===== src/hdl/tcpq_pkg.sv =====
// ----------------------------------------------------------------------------
// tcpq_pkg
// Shared types and constants of the two-class priority queue.
// ----------------------------------------------------------------------------
`default_nettype none

package tcpq_pkg;

	localparam int Depth       = 8;
	localparam int SlotW       = $clog2(Depth);
	localparam int CountW      = $clog2(Depth + 1);
	localparam int EntryW      = 65;
	localparam logic [3:0] CapacityReset = 4'd5;

	localparam logic [2:0] OP_ADD_NORMAL = 3'd0;
	localparam logic [2:0] OP_ADD_CRIT   = 3'd1;
	localparam logic [2:0] OP_SERVE      = 3'd2;
	localparam logic [2:0] OP_REMOVE     = 3'd3;
	localparam logic [2:0] OP_LOOKUP     = 3'd4;

	localparam logic [2:0] ST_DONE      = 3'd0;
	localparam logic [2:0] ST_FULL      = 3'd1;
	localparam logic [2:0] ST_DUP       = 3'd2;
	localparam logic [2:0] ST_EMPTY     = 3'd3;
	localparam logic [2:0] ST_NOT_FOUND = 3'd4;

	typedef struct packed {
		logic [2:0]         operation;
		logic signed [31:0] entry_id;
		logic [31:0]        record_handle;
	} tcpq_in_t;

	typedef struct packed {
		logic [2:0]         status;
		logic signed [31:0] found_id;
		logic [31:0]        found_handle;
		logic               found_critical;
		logic [3:0]         occupancy;
	} tcpq_out_t;

	// One stored entry: critical flag, handle, id.
	typedef struct packed {
		logic        crit;
		logic [31:0] handle;
		logic [31:0] id;
	} tcpq_entry_t;

endpackage

`default_nettype wire


===== src/hdl/two_class_priority_queue.sv =====
// ----------------------------------------------------------------------------
// two_class_priority_queue
// Ordered queue of up to Depth entries, critical entries ahead of normal ones.
// ----------------------------------------------------------------------------
//  Channel  | Signals                     | Direction
//  ---------+-----------------------------+----------
//  command  | in_valid, in_stall, in_data | in
//  result   | out_valid, out_stall, out_data | out
//  config   | cfg_we, cfg_wdata           | in
//
//  Every command scans the occupied entries once, one entry a cycle, then
//  decides. Adds, serves and removes then shift entries through the RAM,
//  one read (S_MVRD) and one write (S_MVWR) per entry moved, before the
//  result is reported.
//  Reset clears the count and control; RAM contents are not cleared.
//  A held result stalls the next command until the result transfer is taken.
// ----------------------------------------------------------------------------
`default_nettype none

module two_class_priority_queue
	import tcpq_pkg::*;
(
	input  wire              clk,
	input  wire              arst_n,
	input  wire              in_valid,
	output logic             in_stall,
	input  wire tcpq_in_t    in_data,
	output logic             out_valid,
	input  wire              out_stall,
	output tcpq_out_t        out_data,
	input  wire              cfg_we,
	input  wire [3:0]        cfg_wdata
);

	typedef enum logic [5:0] {
		S_IDLE  = 6'b000001,
		S_SCAN  = 6'b000010,
		S_DEC   = 6'b000100,
		S_MVRD  = 6'b001000,
		S_MVWR  = 6'b010000,
		S_DONE  = 6'b100000
	} state_t;

	state_t              state_q;
	tcpq_in_t            cmd_q;
	logic [3:0]          cap_q;
	logic [CountW-1:0]   count_q;
	logic [CountW-1:0]   idx_q;      // address being read in the scan
	logic [CountW-1:0]   chk_q;      // address whose data arrives this cycle
	logic                chk_v_q;
	logic                hit_q;
	logic [CountW-1:0]   hit_pos_q;
	logic [CountW-1:0]   crit_end_q; // first non-critical position
	logic                crit_seen_end_q;
	tcpq_entry_t         head_q;
	tcpq_entry_t         found_q;
	logic [CountW-1:0]   mv_q;       // position being written during a shift
	logic                ins_q;
	logic [CountW-1:0]   stop_q;
	tcpq_out_t           res_q;
	logic                res_pend_q;

	logic                ram_we;
	logic [SlotW-1:0]    ram_waddr, ram_raddr;
	tcpq_entry_t         ram_wdata, ram_rdata;

	tcpq_ram #(.Width(EntryW), .Entries(Depth)) u_ram (
		.clk   (clk),
		.we    (ram_we),
		.waddr (ram_waddr),
		.wdata (ram_wdata),
		.raddr (ram_raddr),
		.rdata (ram_rdata)
	);

	logic [CountW-1:0] limit;
	logic [CountW:0]   cap_ext;
	logic              is_add;

	assign cap_ext  = (CountW + 1)'(cap_q);
	assign limit    = (cap_ext > (CountW + 1)'(Depth)) ? CountW'(Depth)
		: CountW'(cap_ext);
	assign is_add   = (cmd_q.operation == OP_ADD_NORMAL) ||
		(cmd_q.operation == OP_ADD_CRIT);
	assign in_stall = (state_q != S_IDLE) || res_pend_q;
	assign out_valid = res_pend_q;
	assign out_data  = res_q;

	// RAM address and write selection.
	always_comb begin
		ram_we    = 1'b0;
		ram_waddr = mv_q[SlotW-1:0];
		ram_wdata = ram_rdata;
		ram_raddr = idx_q[SlotW-1:0];
		if (state_q == S_MVRD) begin
			ram_raddr = ins_q ? SlotW'(mv_q - 1'b1) : SlotW'(mv_q + 1'b1);
		end
		if (state_q == S_MVWR) begin
			ram_we = 1'b1;
			if (ins_q && mv_q == stop_q) begin
				ram_wdata.id     = cmd_q.entry_id;
				ram_wdata.handle = cmd_q.record_handle;
				ram_wdata.crit   = (cmd_q.operation == OP_ADD_CRIT);
			end
		end
	end

	// Configuration register.
	always_ff @(posedge clk or negedge arst_n) begin
		if (!arst_n) begin
			cap_q <= CapacityReset;
		end else if (cfg_we) begin
			cap_q <= cfg_wdata;
		end
	end

	// Command sequencer: scan, decide, shift, report.
	always_ff @(posedge clk or negedge arst_n) begin
		if (!arst_n) begin
			state_q    <= S_IDLE;
			count_q    <= '0;
			res_pend_q <= 1'b0;
		end else begin
			if (out_valid && !out_stall) begin
				res_pend_q <= 1'b0;
			end
			case (state_q)
				S_IDLE: begin
					if (in_valid && !in_stall) begin
						cmd_q           <= in_data;
						idx_q           <= '0;
						chk_v_q         <= 1'b0;
						hit_q           <= 1'b0;
						crit_end_q      <= count_q;
						crit_seen_end_q <= 1'b0;
						state_q         <= S_SCAN;
					end
				end
				S_SCAN: begin
					// Data for chk_q arrives now; issue the next read.
					if (chk_v_q) begin
						if (chk_q == '0) begin
							head_q <= ram_rdata;
						end
						if (!hit_q && ram_rdata.id == cmd_q.entry_id) begin
							hit_q     <= 1'b1;
							hit_pos_q <= chk_q;
							found_q   <= ram_rdata;
						end
						if (!crit_seen_end_q && !ram_rdata.crit) begin
							crit_seen_end_q <= 1'b1;
							crit_end_q      <= chk_q;
						end
					end
					chk_q <= idx_q;
					if (idx_q < count_q) begin
						chk_v_q <= 1'b1;
						idx_q   <= idx_q + 1'b1;
					end else begin
						chk_v_q <= 1'b0;
						if (!chk_v_q) begin
							state_q <= S_DEC;
						end
					end
				end
				S_DEC: begin
					res_q.found_id       <= '0;
					res_q.found_handle   <= '0;
					res_q.found_critical <= 1'b0;
					res_q.status         <= ST_DONE;
					state_q              <= S_DONE;
					if (is_add) begin
						if (count_q >= limit) begin
							res_q.status <= ST_FULL;
						end else if (hit_q) begin
							res_q.status <= ST_DUP;
						end else begin
							ins_q  <= 1'b1;
							stop_q <= (cmd_q.operation == OP_ADD_CRIT) ? crit_end_q : count_q;
							mv_q   <= count_q;
							state_q <= S_MVRD;
						end
					end else if (cmd_q.operation == OP_SERVE ||
						cmd_q.operation == OP_REMOVE || cmd_q.operation == OP_LOOKUP) begin
						if (count_q == '0) begin
							res_q.status <= ST_EMPTY;
						end else if (cmd_q.operation == OP_SERVE) begin
							res_q.found_id       <= head_q.id;
							res_q.found_handle   <= head_q.handle;
							res_q.found_critical <= head_q.crit;
							ins_q   <= 1'b0;
							mv_q    <= '0;
							stop_q  <= count_q - 1'b1;
							state_q <= S_MVRD;
						end else if (!hit_q) begin
							res_q.status <= ST_NOT_FOUND;
						end else begin
							res_q.found_id       <= found_q.id;
							res_q.found_handle   <= found_q.handle;
							res_q.found_critical <= found_q.crit;
							if (cmd_q.operation == OP_REMOVE) begin
								ins_q   <= 1'b0;
								mv_q    <= hit_pos_q;
								stop_q  <= count_q - 1'b1;
								state_q <= S_MVRD;
							end
						end
					end
				end
				S_MVRD: begin
					// Removal with nothing behind it ends at once.
					if (!ins_q && mv_q == stop_q) begin
						count_q <= count_q - 1'b1;
						state_q <= S_DONE;
					end else begin
						state_q <= S_MVWR;
					end
				end
				S_MVWR: begin
					if (ins_q) begin
						if (mv_q == stop_q) begin
							count_q <= count_q + 1'b1;
							state_q <= S_DONE;
						end else begin
							mv_q    <= mv_q - 1'b1;
							state_q <= S_MVRD;
						end
					end else begin
						mv_q    <= mv_q + 1'b1;
						state_q <= S_MVRD;
					end
				end
				S_DONE: begin
					res_q.occupancy <= 4'(count_q);
					res_pend_q      <= 1'b1;
					state_q         <= S_IDLE;
				end
				default: begin
					state_q <= S_IDLE;
				end
			endcase
		end
	end

endmodule

`default_nettype wire


===== src/hdl/tcpq_ram.sv =====
// ----------------------------------------------------------------------------
// tcpq_ram
// Generic single-port-write, single-port-read RAM with a registered read.
// ----------------------------------------------------------------------------
`default_nettype none

module tcpq_ram #(
	parameter int Width = 8,
	parameter int Entries = 8
) (
	input  wire                        clk,
	input  wire                        we,
	input  wire [$clog2(Entries)-1:0]  waddr,
	input  wire [Width-1:0]            wdata,
	input  wire [$clog2(Entries)-1:0]  raddr,
	output logic [Width-1:0]           rdata
);

	logic [Width-1:0] mem_q [Entries];

	// Write port and registered read port.
	always_ff @(posedge clk) begin
		if (we) begin
			mem_q[waddr] <= wdata;
		end
		rdata <= mem_q[raddr];
	end

endmodule

`default_nettype wire

===== config.mk =====
export PLATFORM = sky130hd
export DESIGN_NAME = two_class_priority_queue
export DESIGN_NICKNAME = d
export VERILOG_FILES = /design/src/hdl/tcpq_pkg.sv /design/src/hdl/two_class_priority_queue.sv /design/src/hdl/tcpq_ram.sv
export SDC_FILE = /design/constraint.sdc
export NUM_CORES = 1
export LEC_CHECK = 0
export BUFFER_PORTS_ARGS = -buffer_cell sky130_fd_sc_hd__buf_2
export CAP_MARGIN = 20
export CORE_ASPECT_RATIO = 0.9
export CORE_MARGIN = 2
export CORE_UTILIZATION = 52
export CTS_CLUSTER_DIAMETER = 80
export DETAILED_ROUTE_END_ITERATION = 7
export PLACE_DENSITY = 0.69
export SYNTH_ARGS = -nofsm -noshare
export SYNTH_HDL_FRONTEND = slang
export SYNTH_HIERARCHICAL = 1
export SYNTH_SLANG_ARGS = --single-unit
export TNS_END_PERCENT = 5

===== constraint.sdc =====
create_clock -name clk -period 7.4 [get_ports clk]
set_input_delay 0.74 -clock clk [delete_from_list [all_inputs] [get_ports clk]]
set_output_delay 0.74 -clock clk [all_outputs]
set_load 0.01 [all_outputs]

==> impl_metrics.csv <==
group,metric,value,unit
route,antenna_left,0,
die,start_util,52.6,%
grt,gr-usage-all-layers,21.6,%
route,totalWireLength,71.5,mm
timing,setup_violations,0,
die,die_x,272,µm
logic_synthesis,syn-cell-area,0.0337,mm²
worst_setup_path,arrival,4.45,ns
power_and_ir_drop,p_leak,12.5,nW
logic_synthesis,ys_types,52,
power_and_ir_drop,power_density,304,mW/mm²
logic_synthesis,synth_edf_count,817,
timing,slew_violations,0,
clock_tree,path_clk_slew,0.06,ns
worst_setup_path,crit_fanout,69,
grt,gr-total-overflow,0,
power_and_ir_drop,vdd_drop_max,202,µV
clock_tree,clock_sinks,897,
worst_setup_path,cp.required,7.90,ns
timing,timing.fmax,253,MHz
grt,grt_pass1_wl,106,mm
worst_hold_path,hp-class,"input port to asynchronous set/reset pin",
logic_synthesis,ys_async_sr_fraction,1.67,%
cells_and_area,syn2layout_area_growth,13.8,%
grt,antenna_found_initial,0,
cells_and_area,n_fill_cell,4523,
route,wl_per_cell,25.5,µm
cells_and_area,multi_input_area,0.00712,mm²
logic_synthesis,synth_nets,1774,
clock_tree,cts-buffers-inserted,88,
die,die_y,246,µm
route,drt-initial-drc-count,1471,
placement,gp_congestion,0.786,
clock_tree,clkLatencyLatePin,0.63,ns
timing,finalSetupTns,0,ns
worst_setup_path,critPathKind,"flip-flop to flip-flop",
clock_tree,clockBufferDepth,3,
placement,hpwl,37.5,mm
clock_tree,post_cts_buffers,0,
timing,period_share,53.4,%
clock_tree,ctsResizeCount,0,
cells_and_area,final_layout_size_suffix_gt1_share,30.7,%
logic_synthesis,syn_area_per_cell,20.0,µm²
placement,portBuffers,149,
route,drc,0,
die,core_area,0.0641,mm²
timing,min_period,3.95,ns
timing,rsz0062_at_grt,"false",
cells_and_area,seqCellArea,0.0262,mm²
logic_synthesis,synth_top_flop_cell,"edfxtp_1",
logic_synthesis,ys_seq_area_share,77.7,%
logic_synthesis,yosys_warnings,6,
worst_setup_path,cp-start-kind,"flip-flop",
timing,worst_slew_pin_slew,1.12,ns
worst_setup_path,end_kind,"flip-flop",
timing,worst_hold_slack,0.106,ns
cells_and_area,finalNetCount,1957,
worst_setup_path,r2r_cells,6,
cells_and_area,diodes,0,
timing,hold_viol,0,
die,die_area,0.0669,mm²
grt,grt_max_degree,94,
timing,slew-limit-headroom,25.4,%
clock_tree,cts_hold_buf,0,
clock_tree,cts-htree-levels,3,
run_status,status,"complete, no violations",
route,vias_per_cell,5.85,
clock_tree,cts-root-buf,"clkbuf_16",
job,maxCapViolCount,0,
timing,clock_skew,0.0315,ns
grt,grt_pass1_vias,16600,
die,ios,150,
logic_synthesis,synth_seq_cells,897,
logic_synthesis,syn-instance-count,1686,
cells_and_area,final_util,59.9,%
route,vias,16400,
clock_tree,tritoncts,"yes",
route,dr.pass1.iters,5,
die,rows,88,
-- per-stage QoR --
stage | worst slack, ns | instance area [µm²] | power, W | instances
CTS | 3.42 | 38400 | 0.0118 | 2799
global placement | 3.48 | 35400 | 0.00725 | 2633
detailed placement | 3.42 | 35400 | 0.00730 | 2633
global route | 3.20 | 38400 | 0.0120 | 2800
floorplan | 1.21 | 33700 | 0.00695 | 1686
finish | 3.45 | 38400 | 0.0117 | 2800
-- flip-flops by register name, summed over array words and instances (netlist names), 6 cells and up --
name	count
cmd_q	67
found_q	65
head_q	65
out_data	72
state_q	6
u_ram/mem_q	520
u_ram/rdata	65
-- cells by family after synthesis --
kind of cell             synth area share (%)
multiplexers                             13.5
AO/OA/AOI/OAI                            1.94
flip-flops                               77.7
adder cells (fa/ha/maj)                 0.445
AND/OR/NAND/NOR                          3.59
buffers and inverters                    1.60
XOR/XNOR                                 1.19
-- worst max-delay path, stage by stage, from the launching register on --
cell,delay (ns)
dfrtp_1,0.45
nor4_1,0.48
nand3b_1,0.41
mux2_8,0.79
buf_4,0.86
mux4_2,0.41
mux2_2,0.27
-- report_power, final --
part	internal (W)	switching (W)	total, W	leakage (nW)
Clock	0.00264	0.00184	0.00448	1.44
Combinational	0.000474	0.000622	0.00110	3.00
Sequential	0.00594	0.000155	0.00609	8.02
-- worst paths after layout --
check	startpoint	slack, ns	endpoint
max	state_q[1]	3.45	u_ram/rdata[6]
min	arst_n	0.11	state_q[1]
max reg2reg	state_q[1]	3.45	u_ram/rdata[6]
max in group asynchronous	arst_n	6.91	state_q[0]
min reg2reg	u_ram/rdata[59]	0.45	head_q[59]
min in group clk	in_data[7]	0.28	cmd_q[7]
-- cells in the final DEF, fill, tap and decap left out, types with 5 or more instances in the layout --
cell,netlist,final
mux4_2,130,130
nor2_4,0,8
clkbuf_8,0,11
and3_1,6,5
clkinv_1,0,10
nor3_1,8,6
ha_1,12,12
clkinv_2,1,16
o21ai_0,17,14
nor4_1,11,11
clkbuf_16,0,90
xnor2_1,11,11
a31oi_1,5,5
buf_4,4,23
buf_2,7,149
nor2_1,26,18
dfxtp_1,65,65
nand3_1,73,73
nand2b_1,8,7
edfxtp_1,817,817
a21oi_1,76,76
dfrtp_1,12,12
nand2_1,92,92
xor2_1,35,35
inv_1,15,15
mux2_4,27,27
nor2b_1,7,6
bufinv_16,0,8
mux2_2,106,105
clkbuf_1,41,24
-- Yosys cell counts, drive strengths merged (4+ instances only) --
cell	n	area share [%]
nand2b	8	0.15
o21a	4	0.089
o21ai	17	0.25
xor2	35	0.91
dfxtp	65	3.9
mux4	130	8.7
nor2b	7	0.13
nand3	73	1.1
nor3	8	0.12
nor2	26	0.29
clkbuf	41	0.46
a21oi	76	1.1
ha	12	0.45
a31oi	5	0.093
edfxtp	817	73
inv	16	0.18
xnor2	11	0.29
dfrtp	12	0.89
nand2	92	1.0
nor4	12	0.27
and3	6	0.11
mux2	133	4.7
buf	40	0.95
-- area by class of cell --
| cell class | count | area share, % |
|---|---|---|
| clock inverters | 41 | 1.18 |
| multi-input cells | 691 | 18.6 |
| flip-flops and latches | 897 | 68.3 |
| inverters | 17 | 0.170 |
| clock buffers | 125 | 6.50 |
| well taps | 855 | 2.79 |
| repair buffers | 174 | 2.50 |
-- routing by layer --
| layer | global-route usage, % | part of all wire [%] | up-vias | wire, µm |
|---|---|---|---|---|
| met5 | 0 | 0 | - | 0 |
| met4 | 5.30 | 1.8 | 0 | 1260 |
| met3 | 3.83 | 7.4 | 101 | 5270 |
| met2 | 35.0 | 48 | 666 | 34600 |
| met1 | 30.8 | 43 | 8542 | 30400 |
| li1 | - | - | 7080 | - |
No activity file was read; power rests on OpenSTA's default activity.
